`src/hw/rtl/gas_pkg.sv`:
```
// ----------------------------------------------------------------------------
// gas_pkg
// Shared types, constants and helpers for the grid A* next-step block.
// ----------------------------------------------------------------------------
package gas_pkg;

   localparam int GRID_W_MAX = 64;
   localparam int GRID_H_MAX = 64;
   localparam int CELL_COUNT = GRID_W_MAX * GRID_H_MAX;
   localparam int IDX_W      = $clog2(CELL_COUNT);
   localparam int COORD_W    = 6;
   localparam int DIM_W      = 7;
   localparam int LIMIT_W    = 16;
   localparam int CST_W      = 13;
   localparam int F_W        = 14;
   localparam int NB_W       = 4;
   localparam int CSR_AW     = 4;
   localparam int CSR_DW     = 32;

   localparam logic [1:0] CSR_IDX_WIDTH  = 2'd0;
   localparam logic [1:0] CSR_IDX_HEIGHT = 2'd1;
   localparam logic [1:0] CSR_IDX_LIMIT  = 2'd2;

   localparam logic [DIM_W-1:0]   WIDTH_RST  = 7'd64;
   localparam logic [DIM_W-1:0]   HEIGHT_RST = 7'd64;
   localparam logic [LIMIT_W-1:0] LIMIT_RST  = 16'd4000;

   typedef enum logic [1:0] {
      CMD_WRITE = 2'd0,
      CMD_CLEAR = 2'd1,
      CMD_QUERY = 2'd2,
      CMD_NOP   = 2'd3
   } cmd_type;

   typedef enum logic [1:0] {
      ST_FOUND  = 2'd0,
      ST_SAME   = 2'd1,
      ST_NOPATH = 2'd2
   } status_type;

   typedef struct packed {
      logic cost_known;
      logic parent_known;
      logic open;
   } flag_type;

   typedef struct packed {
      logic [IDX_W-1:0] addr;
      logic             we_walk;
      logic             we_block;
      logic             we_flag;
      logic             we_cost;
      logic             we_parent;
      logic             walk;
      logic             block;
      flag_type         flag;
      logic [CST_W-1:0] cost;
      logic [IDX_W-1:0] parent;
   } mem_req_type;

   typedef struct packed {
      logic             walk;
      logic             block;
      flag_type         flag;
      logic [CST_W-1:0] cost;
      logic [IDX_W-1:0] parent;
   } mem_rsp_type;

   typedef struct packed {
      logic [1:0] dx;
      logic [1:0] dy;
   } nb_off_type;

   function automatic logic [IDX_W-1:0] cell_idx(input logic [COORD_W-1:0] x,
                                                 input logic [COORD_W-1:0] y);
      logic [IDX_W-1:0] r;
      r = IDX_W'(y) * IDX_W'(GRID_W_MAX) + IDX_W'(x);
      return r;
   endfunction

   // offset codes: 0 is minus one, 1 is zero, 2 is plus one
   function automatic nb_off_type nb_off(input logic [NB_W-1:0] nb);
      nb_off_type r;
      unique case (nb)
         4'd0:    r = '{dx: 2'd0, dy: 2'd0};
         4'd1:    r = '{dx: 2'd1, dy: 2'd0};
         4'd2:    r = '{dx: 2'd2, dy: 2'd0};
         4'd3:    r = '{dx: 2'd0, dy: 2'd1};
         4'd4:    r = '{dx: 2'd1, dy: 2'd1};
         4'd5:    r = '{dx: 2'd2, dy: 2'd1};
         4'd6:    r = '{dx: 2'd0, dy: 2'd2};
         4'd7:    r = '{dx: 2'd1, dy: 2'd2};
         4'd8:    r = '{dx: 2'd2, dy: 2'd2};
         default: r = '{dx: 2'd1, dy: 2'd1};
      endcase
      return r;
   endfunction

endpackage

```
`src/hw/rtl/gas_engine.sv`:
```
// ----------------------------------------------------------------------------
// gas_engine
// Command sequencer: map writes, clearing sweeps, A* scan/expand and trace.
// ----------------------------------------------------------------------------
module gas_engine (
   input  logic                          clock,
   input  logic                          reset,
   input  logic                          start,
   input  gas_pkg::cmd_type              cmd,
   input  logic [gas_pkg::COORD_W-1:0]   pos_x,
   input  logic [gas_pkg::COORD_W-1:0]   pos_y,
   input  logic                          walkable_bit,
   input  logic                          blocked_bit,
   input  logic [gas_pkg::COORD_W-1:0]   goal_x,
   input  logic [gas_pkg::COORD_W-1:0]   goal_y,
   input  logic [gas_pkg::DIM_W-1:0]     grid_width,
   input  logic [gas_pkg::DIM_W-1:0]     grid_height,
   input  logic [gas_pkg::LIMIT_W-1:0]   expansion_limit,
   output logic                          busy,
   output gas_pkg::mem_req_type          mem_req,
   input  gas_pkg::mem_rsp_type          mem_rsp,
   output logic                          res_strobe,
   output gas_pkg::status_type           res_status,
   output logic [gas_pkg::COORD_W-1:0]   res_x,
   output logic [gas_pkg::COORD_W-1:0]   res_y
);
   import gas_pkg::*;

   typedef enum logic [12:0] {
      S_INIT     = 13'b0000000000001,
      S_IDLE     = 13'b0000000000010,
      S_CLRB     = 13'b0000000000100,
      S_QCLR     = 13'b0000000001000,
      S_QSTART   = 13'b0000000010000,
      S_CHECK    = 13'b0000000100000,
      S_SCAN     = 13'b0000001000000,
      S_SCAN_END = 13'b0000010000000,
      S_PICK     = 13'b0000100000000,
      S_NB_ISSUE = 13'b0001000000000,
      S_NB_DEC   = 13'b0010000000000,
      S_TR0      = 13'b0100000000000,
      S_TR_CHK   = 13'b1000000000000
   } state_type;

   state_type           state_ff, state_in;
   logic [IDX_W-1:0]    sweep_ff, sweep_in;
   logic [COORD_W-1:0]  sx_ff, sx_in, sy_ff, sy_in, gx_ff, gx_in, gy_ff, gy_in;
   logic [LIMIT_W-1:0]  count_ff, count_in;
   logic [COORD_W-1:0]  scan_x_ff, scan_x_in, scan_y_ff, scan_y_in;
   logic                pv_ff, pv_in;
   logic [COORD_W-1:0]  pdx_ff, pdx_in, pdy_ff, pdy_in;
   logic                found_ff, found_in;
   logic [F_W-1:0]      bestf_ff, bestf_in;
   logic [COORD_W-1:0]  bx_ff, bx_in, by_ff, by_in;
   logic [CST_W-1:0]    bcost_ff, bcost_in;
   logic                bpk_ff, bpk_in;
   logic [NB_W-1:0]     nb_ff, nb_in;
   logic [CST_W-1:0]    g_ff, g_in;
   logic [COORD_W-1:0]  nx_ff, nx_in, ny_ff, ny_in;
   logic [IDX_W-1:0]    cur_ff, cur_in;
   logic [IDX_W:0]      trn_ff, trn_in;
   logic                strobe_ff, strobe_in;
   status_type          status_ff, status_in;
   logic [COORD_W-1:0]  rx_ff, rx_in, ry_ff, ry_in;

   logic [DIM_W-1:0]    ew, eh;
   logic                sweep_last;
   logic [COORD_W-1:0]  hdx, hdy, hh;
   logic [F_W-1:0]      fval;
   nb_off_type          off;
   logic [7:0]          nx8, ny8;
   logic                nb_oob, nb_goal, nb_pass, nb_last;

   assign ew = (grid_width < DIM_W'(GRID_W_MAX)) ? grid_width : DIM_W'(GRID_W_MAX);
   assign eh = (grid_height < DIM_W'(GRID_H_MAX)) ? grid_height : DIM_W'(GRID_H_MAX);
   assign sweep_last = (sweep_ff == IDX_W'(CELL_COUNT - 1));

   assign hdx  = (gx_ff > pdx_ff) ? gx_ff - pdx_ff : pdx_ff - gx_ff;
   assign hdy  = (gy_ff > pdy_ff) ? gy_ff - pdy_ff : pdy_ff - gy_ff;
   assign hh   = (hdx > hdy) ? hdx : hdy;
   assign fval = {1'b0, mem_rsp.cost} + F_W'(hh);

   assign off    = nb_off(nb_ff);
   assign nx8    = {2'b00, bx_ff} + 8'(off.dx) - 8'd1;
   assign ny8    = {2'b00, by_ff} + 8'(off.dy) - 8'd1;
   assign nb_oob = (nx8 >= {1'b0, ew}) || (ny8 >= {1'b0, eh}) || (nb_ff == NB_W'(4));
   assign nb_last = (nb_ff == NB_W'(8));
   assign nb_goal = (nx_ff == gx_ff) && (ny_ff == gy_ff);
   assign nb_pass = nb_goal || (mem_rsp.walk && !mem_rsp.block);

   assign busy       = (state_ff != S_IDLE);
   assign res_strobe = strobe_ff;
   assign res_status = status_ff;
   assign res_x      = rx_ff;
   assign res_y      = ry_ff;

   always_comb begin
      state_in  = state_ff;
      sweep_in  = sweep_ff;
      sx_in     = sx_ff;
      sy_in     = sy_ff;
      gx_in     = gx_ff;
      gy_in     = gy_ff;
      count_in  = count_ff;
      scan_x_in = scan_x_ff;
      scan_y_in = scan_y_ff;
      pv_in     = 1'b0;
      pdx_in    = pdx_ff;
      pdy_in    = pdy_ff;
      found_in  = found_ff;
      bestf_in  = bestf_ff;
      bx_in     = bx_ff;
      by_in     = by_ff;
      bcost_in  = bcost_ff;
      bpk_in    = bpk_ff;
      nb_in     = nb_ff;
      g_in      = g_ff;
      nx_in     = nx_ff;
      ny_in     = ny_ff;
      cur_in    = cur_ff;
      trn_in    = trn_ff;
      strobe_in = 1'b0;
      status_in = status_ff;
      rx_in     = rx_ff;
      ry_in     = ry_ff;
      mem_req   = '0;

      // fold one scanned cell into the running minimum
      if (pv_ff && mem_rsp.flag.open && (!found_ff || fval < bestf_ff)) begin
         found_in = 1'b1;
         bestf_in = fval;
         bx_in    = pdx_ff;
         by_in    = pdy_ff;
         bcost_in = mem_rsp.cost;
         bpk_in   = mem_rsp.flag.parent_known;
      end

      unique case (state_ff)
         S_INIT: begin
            mem_req.addr     = sweep_ff;
            mem_req.we_walk  = 1'b1;
            mem_req.we_block = 1'b1;
            sweep_in = sweep_ff + 1'b1;
            if (sweep_last) begin
               state_in = S_IDLE;
            end
         end
         S_IDLE: begin
            if (start) begin
               unique case (cmd)
                  CMD_WRITE: begin
                     if (({1'b0, pos_x} < DIM_W'(GRID_W_MAX)) &&
                         ({1'b0, pos_y} < DIM_W'(GRID_H_MAX))) begin
                        mem_req.addr     = cell_idx(pos_x, pos_y);
                        mem_req.we_walk  = 1'b1;
                        mem_req.we_block = 1'b1;
                        mem_req.walk     = walkable_bit;
                        mem_req.block    = blocked_bit;
                     end
                  end
                  CMD_CLEAR: begin
                     sweep_in = '0;
                     state_in = S_CLRB;
                  end
                  CMD_QUERY: begin
                     sx_in = pos_x;
                     sy_in = pos_y;
                     gx_in = goal_x;
                     gy_in = goal_y;
                     if ((pos_x == goal_x) && (pos_y == goal_y)) begin
                        strobe_in = 1'b1;
                        status_in = ST_SAME;
                        rx_in     = '0;
                        ry_in     = '0;
                     end else if (({1'b0, pos_x} >= ew) || ({1'b0, pos_y} >= eh)) begin
                        strobe_in = 1'b1;
                        status_in = ST_NOPATH;
                        rx_in     = '0;
                        ry_in     = '0;
                     end else begin
                        sweep_in = '0;
                        state_in = S_QCLR;
                     end
                  end
                  default: begin
                  end
               endcase
            end
         end
         S_CLRB: begin
            mem_req.addr     = sweep_ff;
            mem_req.we_block = 1'b1;
            sweep_in = sweep_ff + 1'b1;
            if (sweep_last) begin
               state_in = S_IDLE;
            end
         end
         S_QCLR: begin
            mem_req.addr    = sweep_ff;
            mem_req.we_flag = 1'b1;
            sweep_in = sweep_ff + 1'b1;
            if (sweep_last) begin
               state_in = S_QSTART;
            end
         end
         S_QSTART: begin
            mem_req.addr    = cell_idx(sx_ff, sy_ff);
            mem_req.we_flag = 1'b1;
            mem_req.we_cost = 1'b1;
            mem_req.flag    = '{cost_known: 1'b1, parent_known: 1'b0, open: 1'b1};
            mem_req.cost    = '0;
            count_in = '0;
            state_in = S_CHECK;
         end
         S_CHECK: begin
            if (count_ff < expansion_limit) begin
               found_in  = 1'b0;
               scan_x_in = '0;
               scan_y_in = '0;
               state_in  = S_SCAN;
            end else begin
               state_in = S_TR0;
            end
         end
         S_SCAN: begin
            mem_req.addr = cell_idx(scan_x_ff, scan_y_ff);
            pv_in  = 1'b1;
            pdx_in = scan_x_ff;
            pdy_in = scan_y_ff;
            if ({1'b0, scan_x_ff} == ew - 1'b1) begin
               scan_x_in = '0;
               if ({1'b0, scan_y_ff} == eh - 1'b1) begin
                  state_in = S_SCAN_END;
               end else begin
                  scan_y_in = scan_y_ff + 1'b1;
               end
            end else begin
               scan_x_in = scan_x_ff + 1'b1;
            end
         end
         S_SCAN_END: begin
            state_in = S_PICK;
         end
         S_PICK: begin
            if (!found_ff) begin
               state_in = S_TR0;
            end else begin
               count_in        = count_ff + 1'b1;
               mem_req.addr    = cell_idx(bx_ff, by_ff);
               mem_req.we_flag = 1'b1;
               mem_req.flag    = '{cost_known: 1'b1, parent_known: bpk_ff, open: 1'b0};
               if ((bx_ff == gx_ff) && (by_ff == gy_ff)) begin
                  state_in = S_TR0;
               end else begin
                  g_in     = bcost_ff + 1'b1;
                  nb_in    = '0;
                  state_in = S_NB_ISSUE;
               end
            end
         end
         S_NB_ISSUE: begin
            if (nb_oob) begin
               if (nb_last) begin
                  state_in = S_CHECK;
               end else begin
                  nb_in = nb_ff + 1'b1;
               end
            end else begin
               nx_in        = nx8[COORD_W-1:0];
               ny_in        = ny8[COORD_W-1:0];
               mem_req.addr = cell_idx(nx8[COORD_W-1:0], ny8[COORD_W-1:0]);
               state_in     = S_NB_DEC;
            end
         end
         S_NB_DEC: begin
            if (nb_pass && (!mem_rsp.flag.cost_known || g_ff < mem_rsp.cost)) begin
               mem_req.addr      = cell_idx(nx_ff, ny_ff);
               mem_req.we_flag   = 1'b1;
               mem_req.we_cost   = 1'b1;
               mem_req.we_parent = 1'b1;
               mem_req.flag      = '{cost_known: 1'b1, parent_known: 1'b1, open: 1'b1};
               mem_req.cost      = g_ff;
               mem_req.parent    = cell_idx(bx_ff, by_ff);
            end
            if (nb_last) begin
               state_in = S_CHECK;
            end else begin
               nb_in    = nb_ff + 1'b1;
               state_in = S_NB_ISSUE;
            end
         end
         S_TR0: begin
            if (({1'b0, gx_ff} >= ew) || ({1'b0, gy_ff} >= eh)) begin
               strobe_in = 1'b1;
               status_in = ST_NOPATH;
               rx_in     = '0;
               ry_in     = '0;
               state_in  = S_IDLE;
            end else begin
               mem_req.addr = cell_idx(gx_ff, gy_ff);
               cur_in       = cell_idx(gx_ff, gy_ff);
               trn_in       = '0;
               state_in     = S_TR_CHK;
            end
         end
         S_TR_CHK: begin
            if (!mem_rsp.flag.parent_known || (trn_ff == (IDX_W + 1)'(CELL_COUNT))) begin
               strobe_in = 1'b1;
               status_in = ST_NOPATH;
               rx_in     = '0;
               ry_in     = '0;
               state_in  = S_IDLE;
            end else if (mem_rsp.parent == cell_idx(sx_ff, sy_ff)) begin
               strobe_in = 1'b1;
               status_in = ST_FOUND;
               rx_in     = COORD_W'(cur_ff % IDX_W'(GRID_W_MAX));
               ry_in     = COORD_W'(cur_ff / IDX_W'(GRID_W_MAX));
               state_in  = S_IDLE;
            end else begin
               trn_in       = trn_ff + 1'b1;
               mem_req.addr = mem_rsp.parent;
               cur_in       = mem_rsp.parent;
            end
         end
         default: begin
            state_in = S_IDLE;
         end
      endcase
   end

   always_ff @(posedge clock) begin
      if (reset) begin
         state_ff  <= S_INIT;
         sweep_ff  <= '0;
         pv_ff     <= 1'b0;
         strobe_ff <= 1'b0;
      end else begin
         state_ff  <= state_in;
         sweep_ff  <= sweep_in;
         pv_ff     <= pv_in;
         strobe_ff <= strobe_in;
      end
   end

   always_ff @(posedge clock) begin
      sx_ff     <= sx_in;
      sy_ff     <= sy_in;
      gx_ff     <= gx_in;
      gy_ff     <= gy_in;
      count_ff  <= count_in;
      scan_x_ff <= scan_x_in;
      scan_y_ff <= scan_y_in;
      pdx_ff    <= pdx_in;
      pdy_ff    <= pdy_in;
      found_ff  <= found_in;
      bestf_ff  <= bestf_in;
      bx_ff     <= bx_in;
      by_ff     <= by_in;
      bcost_ff  <= bcost_in;
      bpk_ff    <= bpk_in;
      nb_ff     <= nb_in;
      g_ff      <= g_in;
      nx_ff     <= nx_in;
      ny_ff     <= ny_in;
      cur_ff    <= cur_in;
      trn_ff    <= trn_in;
      status_ff <= status_in;
      rx_ff     <= rx_in;
      ry_ff     <= ry_in;
   end

endmodule
```
`config.mk`:
```
export PLATFORM = sky130hd
export DESIGN_NAME = gas_engine
export DESIGN_NICKNAME = d
export VERILOG_FILES = /design/src/hw/rtl/gas_pkg.sv /design/src/hw/rtl/gas_engine.sv
export SDC_FILE = /design/constraint.sdc
export NUM_CORES = 1
export LEC_CHECK = 0
export ABC_AREA = 1
export BUFFER_PORTS_ARGS = -buffer_cell sky130_fd_sc_hd__buf_2
export CAP_MARGIN = 15
export CORE_MARGIN = 2
export CORE_UTILIZATION = 36
export CTS_BUF_LIST = sky130_fd_sc_hd__clkbuf_4 sky130_fd_sc_hd__clkbuf_8
export DETAILED_ROUTE_END_ITERATION = 7
export HOLD_SLACK_MARGIN = 0.08
export PLACE_DENSITY_LB_ADDON = 0.2
export SYNTH_ARGS = -nofsm -noshare
export SYNTH_HDL_FRONTEND = slang
export SYNTH_SLANG_ARGS = --single-unit
export TNS_END_PERCENT = 30
```
`constraint.sdc`:
```
create_clock -name clock -period 9.6 [get_ports clock]
set_input_delay 0.48 -clock clock [delete_from_list [all_inputs] [get_ports clock]]
set_output_delay 0.48 -clock clock [all_outputs]
set_load 0.005 [all_outputs]
```
# After elaboration in Yosys (flattened, before gate mapping)
# Memory sizes are Yosys's and may differ from the RTL's. A register that Yosys moved wholly into a read port is not among the register bits.
# Index checks and enable logic that the tools add are counted.
# Widths: inputs -> output; s select.
classes:
  n_addsub: 25
  multipliers: 0
  n_div: 0
  order_cmp: 14
  eq_ne: 50
  shift: 0
  muxes: 105
  n_bitwise: 2
  n_reduce_logical: 40
op_table:
  columns: ["operator", "count"]
  rows:
  - ["$mux 13", 17]
  - ["$mux 12", 15]
  - ["$pmux 13 s12", 1]
  - ["$pmux 12 s9", 1]
  - ["$mux 6", 16]
  - ["$add 12x6->12", 7]
  - ["$pmux 12 s2", 3]
  - ["$pmux 13 s2", 2]
  - ["$eq 6x6->1", 6]
  - ["$pmux 6 s3", 2]
  - ["$pmux 16 s2", 1]
  - ["$ge 6x7->1", 4]
  - ["$mux 14", 2]
  - ["$mux 28", 1]
  - ["$add 13x1->13 const B", 2]
  - ["$eq 13x13->1 const B", 2]
  - ["$ne 2x2->1 const B", 13]
  - ["$pmux 6 s2", 2]
  - ["$sub 6x6->6", 4]
  - ["$mux 2", 10]
  - ["$mux 4", 5]
  - ["$gt 6x6->1", 3]
  - ["$add 16x1->16 const B", 1]
  - ["$ge 8x7->1", 2]
  - ["other kinds (59)", 114]
word_totals:
  regBits: 200
  latch_bits: 0
  ramBits: 0
  rom_bits: 64
  inputBits: 91
  output_inout_bits: 63
  word_cells: 265
  n_memories: 1
memory_table:
  columns: ["memory", "words", "width", "read_ports", "rd_ports_with_merged_regs", "wr", "line_no", "rtl"]
  rows:
  - ["(name not given)", 16, 4, 1, 1, 0, "gas_pkg.sv:84", "unique case (nb)"]

# Logic depth before layout (Yosys ltp)
depth:
  ltp_word: 11
  ltp_mapped: 41
  depth_no_buf: 40

# Least setup slack after synthesis
# OpenSTA, ideal clock, no wires.
synth_timing:
  kind: "register to register"
  from: "reg gx_ff[0]"
  to: "reg bcost_ff[0] (enable)"
  setup_time_ns: 0.451
  arrival_time_ns: 7.189
  required_ns: 9.149
  path_slack_ns: 1.960
  path_stages_with_launch: 37
  n_path_buf: 1
  synth_period_minus_slack_ns: 7.640
  cell_sequence: "edfxtp_1 -> inv_1 -> ha_1 -> inv_1 -> fa_1 -> nand2_1 -> nand2_1 -> a21oi_1 -> o21ai_0 -> nand2_1 -> o21ai_0 -> or2_2 -> nand2_1 -> inv_1 -> ha_1 -> nand2_1 -> nor2_1 -> o21ai_0 -> o211ai_1 -> and2_1 -> clkbuf_1 -> inv_1 -> o21ai_0 -> ha_1 -> fa_1 -> nand3_1 -> nand2_1 -> a21oi_1 -> o21ai_0 -> nand2_1 -> nor4_1 -> nand3_1 -> xor2_1 -> ha_1 -> nand4_1 -> o221ai_1 -> a21oi_1"
synth_between:
  elab_chain_len: 8
  elab_cells_between_ends: 10
  cone_classes: "add/sub (3); order compare (3); mux (2); reduce/logical (2)"
synth_lines:
  columns: ["element", "line_no", "rtl"]
  rows:
  - ["start, declared", "gas_engine.sv:47", "logic [COORD_W-1:0] sx_ff, sx_in, sy_ff, sy_in, gx_ff, gx_in, gy_ff, gy_in;"]
  - ["start signal, assigned", "gas_engine.sv:348", "gx_ff <= gx_in;"]
  - ["$sub 6x6->6 or $gt 6x6->1 (tied branches)", "gas_engine.sv:78", "assign hdx = (gx_ff > pdx_ff) ? gx_ff - pdx_ff : pdx_ff - gx_ff;"]
  - ["$mux 6 (*)", "gas_engine.sv:78", null]
  - ["$gt 6x6->1", "gas_engine.sv:80", "assign hh = (hdx > hdy) ? hdx : hdy;"]
  - ["$mux 6 (*)", "gas_engine.sv:80", null]
  - ["$add 13x6->14 (*)", "gas_engine.sv:81", "assign fval = {1'b0, mem_rsp.cost} + F_W'(hh);"]
  - ["via fval[12]", "gas_engine.sv:69", "logic [F_W-1:0] fval;"]
  - ["$lt 14x14->1 (*)", "gas_engine.sv:129", "if (pv_ff && mem_rsp.flag.open && (!found_ff || fval < bestf_ff)) begin"]
  - ["$logic_or 1x1->1 (*)", "gas_engine.sv:129", null]
  - ["$logic_and 1x1->1 (*)", "gas_engine.sv:129", null]
  - ["end signal, assigned", "gas_engine.sv:359", "bcost_ff <= bcost_in;"]
  - ["end, declared", "gas_engine.sv:55", "logic [CST_W-1:0] bcost_ff, bcost_in;"]
# Mark *: on every way through the listed nets, which the timed path passes. The rest lies on a longest branch.
# A chain may end at the register's enable or synchronous reset.

# Worst setup path in the final report
layout_timing:
  from: "reg gx_ff[0]"
  to: "reg bestf_ff[0] (enable)"
layout_between:
  elab_chain_len: 8
  elab_cells_between_ends: 10
  cone_classes: "add/sub (3); order compare (3); mux (2); reduce/logical (2)"
layout_lines:
  columns: ["element", "line_no", "rtl"]
  rows:
  - ["$sub 6x6->6 or $gt 6x6->1 (tied branches)", "gas_engine.sv:78", null]
  - ["$mux 6 (*)", "gas_engine.sv:78", null]
  - ["$gt 6x6->1", "gas_engine.sv:80", null]
  - ["$mux 6 (*)", "gas_engine.sv:80", null]
  - ["$add 13x6->14 (*)", "gas_engine.sv:81", null]
  - ["via fval[12]", "gas_engine.sv:69", null]
  - ["$lt 14x14->1 (*)", "gas_engine.sv:129", null]
  - ["$logic_or 1x1->1 (*)", "gas_engine.sv:129", null]
  - ["$logic_and 1x1->1 (*)", "gas_engine.sv:129", null]
  - ["end signal, assigned", "gas_engine.sv:356", "bestf_ff <= bestf_in;"]
  - ["end, declared", "gas_engine.sv:53", "logic [F_W-1:0] bestf_ff, bestf_in;"]
# Marks and branches as above.

==> flow_summary.json <==
{
  "p_int_uw": 1740,
  "endpoint_kind": "register",
  "via_per_inst": 5.03,
  "syn_inst": 1789,
  "port_buffers": 153,
  "synth_area_leaders": "edfxtp_1 (35%), ha_1 (12%), nand2_1 (9.1%)",
  "diodes": 0,
  "critPathKind": "reg -> reg",
  "dp_hpwl_um": 35200,
  "p_switching_uw": 903,
  "holdCritStartpoint": "goal_y[4]",
  "final_common_cell": "nand2_1",
  "netlist_area_mm2": 0.0147,
  "antenna_found_initial": 0,
  "setup_viol": 0,
  "clockBufferDepth": 3,
  "wl_per_cell_um": 17.7,
  "avgSynthCellArea_um2": 8.20,
  "yosys.area.top_type": "edfxtp_1",
  "grt_usage_pct": 21.0,
  "cts_hold_repair.buffers": 2,
  "gp_congestion": 0.905,
  "hp-class": "in -> reg",
  "layout-drive-gt1-share_pct": 14.5,
  "syn_nets": 2031,
  "grt_max_degree": 35,
  "synth-async-reset-ratio_pct": 0,
  "fp-row-count": 73,
  "antenna_violating_nets_post_route": 0,
  "fmax_ghz": 0.140,
  "cp.required_ps": 9810,
  "drtPass1Iterations": 6,
  "die_y_um": 206,
  "grt_overflow_total": 0,
  "hold_viol_final": 0,
  "core_mm2": 0.0400,
  "clkPwrFrac_pct": 33.7,
  "tns_ps": 0,
  "ys_types": 58,
  "run_status": "finished, final reports clean",
  "startpoint": "gx_ff[0]",
  "cap_violations": 0,
  "post_cts_buffers": 0,
  "filler_cell_count": 4043,
  "dieWidth_um": 206,
  "register_area_mm2": 0.00581,
  "clock_latency_ps": 590,
  "power_density_mw_per_mm2": 157,
  "cp.arrival_ps": 7360,
  "rsz0062_at_grt": "false",
  "crit_slowest_cell": "edfxtp_1",
  "ys_seq_area_share_pct": 39.6,
  "combPwrFrac_pct": 27.5,
  "syn_to_final_growth_pct": 15.0,
  "clk_pin_slew_worst_paths_ps": 60,
  "numCtsBuffers": 39,
  "drtIter0Drc": 1106,
  "dieArea_mm2": 0.0424,
  "slew_headroom_pct": 41.8,
  "synth-seq-cells": 204,
  "cts_tree": "done",
  "vias": 12700,
  "synth_edf_count": 172,
  "ys_warn_count": 0,
  "ioPinCount": 154,
  "finalCritPeriodShare_pct": 74.5,
  "final_nets": 2208,
  "seqPwrFrac_pct": 38.8,
  "final_cell_mix": "nand2_1 (354), inv_1 (290), nor2_1 (187), edfxtp_1 (172), buf_2 (153)",
  "cts_htree_levels": 2,
  "fin_skew_ps": 41.4,
  "multi_input_area_mm2": 0.00762,
  "root_buffer": "clkbuf_8",
  "grt_pass1_wl_um": 67800,
  "slowest_delay_ps": 500,
  "wl_um": 44500,
  "start_util_pct": 36.7,
  "critPathLaunchType": "register",
  "r2r_start": "gx_ff[0]",
  "cts.sinks": 204,
  "drcViolationCount": 0,
  "maxSlewViolCount": 0,
  "p_sw_share_pct": 34.2,
  "leakagePower_uw": 0.00795,
  "path_max_fanout": 27,
  "power_uw": 2640,
  "cts_resized": 0,
  "ir_drop_v": 0.0000876,
  "crit_top_cell": "nand2_1",
  "worst_slew_pin_slew_ps": 871,
  "netlist.area_leader.share_pct": 35.2,
  "grt_pass1_vias": 12100,
  "period_needed_ps": 7150,
  "ys.flop_type": "edfxtp_1"
}
==> cell usage after synthesis, drive strengths merged, types with 7 or more instances <==
cell and instances:
xnor2 31, inv 303, o22ai 19, ha 144, fa 7, edfxtp 172
nor3 36, a31oi 10, clkbuf 16, xor2 68, a21oi 85, nor2 194
nand2 377, nor4 11, o21ai 72, buf 12, nand4 48, dfxtp 32
nand3 105
==> worst max-delay path: cells and delay by family, from the launching register on <==
family | cells | cell delay [ps]
buf+inv | 5 | 820
fa+ha+maj | 6 | 1510
compound gates | 10 | 1750
flops | 1 | 500
xor+xnor | 1 | 210
simple gates | 14 | 2000
==> final timing paths <==
| kind | endpoint | slack, ps | cells past startpoint |
|---|---|---|---|
| max | bestf_ff[0] | 2450 | 36 |
| min | gy_ff[4] | 110 | 1 |
| max reg2reg | bestf_ff[0] | 2450 | 36 |
| min reg2reg | state_ff[0] | 460 | 2 |
==> power groups by stage <==
stage	sequential [µW]	combinational, µW	clock [µW]
CTS	1020	725	915
floorplan	1040	511	0
global placement	1040	712	0
finish	1020	726	890
global route	1030	831	950
detailed placement	1040	720	0
==> cells by family (layout without fill, tap and decap cells) <==
kind of cell	count (synthesis)	in the layout	share of synthesized area (%)
and+or+nand+nor	787	787	24.1
DFF	204	204	39.6
muxes	1	1	0.0682
buffers and inverters	331	533	8.66
AOI/OAI and AO/OA	216	216	8.45
xor gates and xnor gates	99	99	5.96
adders and majority gates	151	151	13.2
==> cell type report <==
class	instances	share of cell area, %
Timing Repair Buffer	164	5.18
Sequential cell	204	34.4
Clock buffer	57	4.13
Tap cell	525	3.89
Clock inverter	9	0.467
Inverter	303	6.76
Multi-Input combinational cell	1254	45.2
==> layer usage <==
| layer | GRT usage (%) | routed length (µm) | part of all wire, % | vias to the layer above |
|---|---|---|---|---|
| met4 | 5.74 | 1060 | 2.4 | 0 |
| met5 | 0 | 0 | 0 | - |
| met3 | 3.72 | 3450 | 7.8 | 74 |
| li1 | - | - | - | 6298 |
| met2 | 33.8 | 20100 | 45 | 446 |
| met1 | 29.1 | 19900 | 45 | 5850 |
==> state kept, by name (all words and copies together) (netlist names), 12 cells and up <==
signal and cells:
trn_ff 13, bestf_ff 14, count_ff 16, bcost_ff 13, state_ff 13, sweep_ff 12
cur_ff 12, g_ff 13
==> through the flow <==
stage / setup WS (ps) / cell area, µm² / hold slack [ps] / utilization [%] / instances
after floorplan: 1960 / 14700 / 419 / - / 1789
after global placement: 2660 / 16000 / 435 / 40.1 / 2447
after detailed placement: 2440 / 16000 / 442 / 40.1 / 2447
after CTS: 2420 / 16800 / 81.0 / 42.1 / 2515
after global routing: 1530 / 16900 / 87.6 / 42.2 / 2516
final: 2450 / 16900 / 111 / 42.2 / 2516
Power figures use the tool's default switching activity.
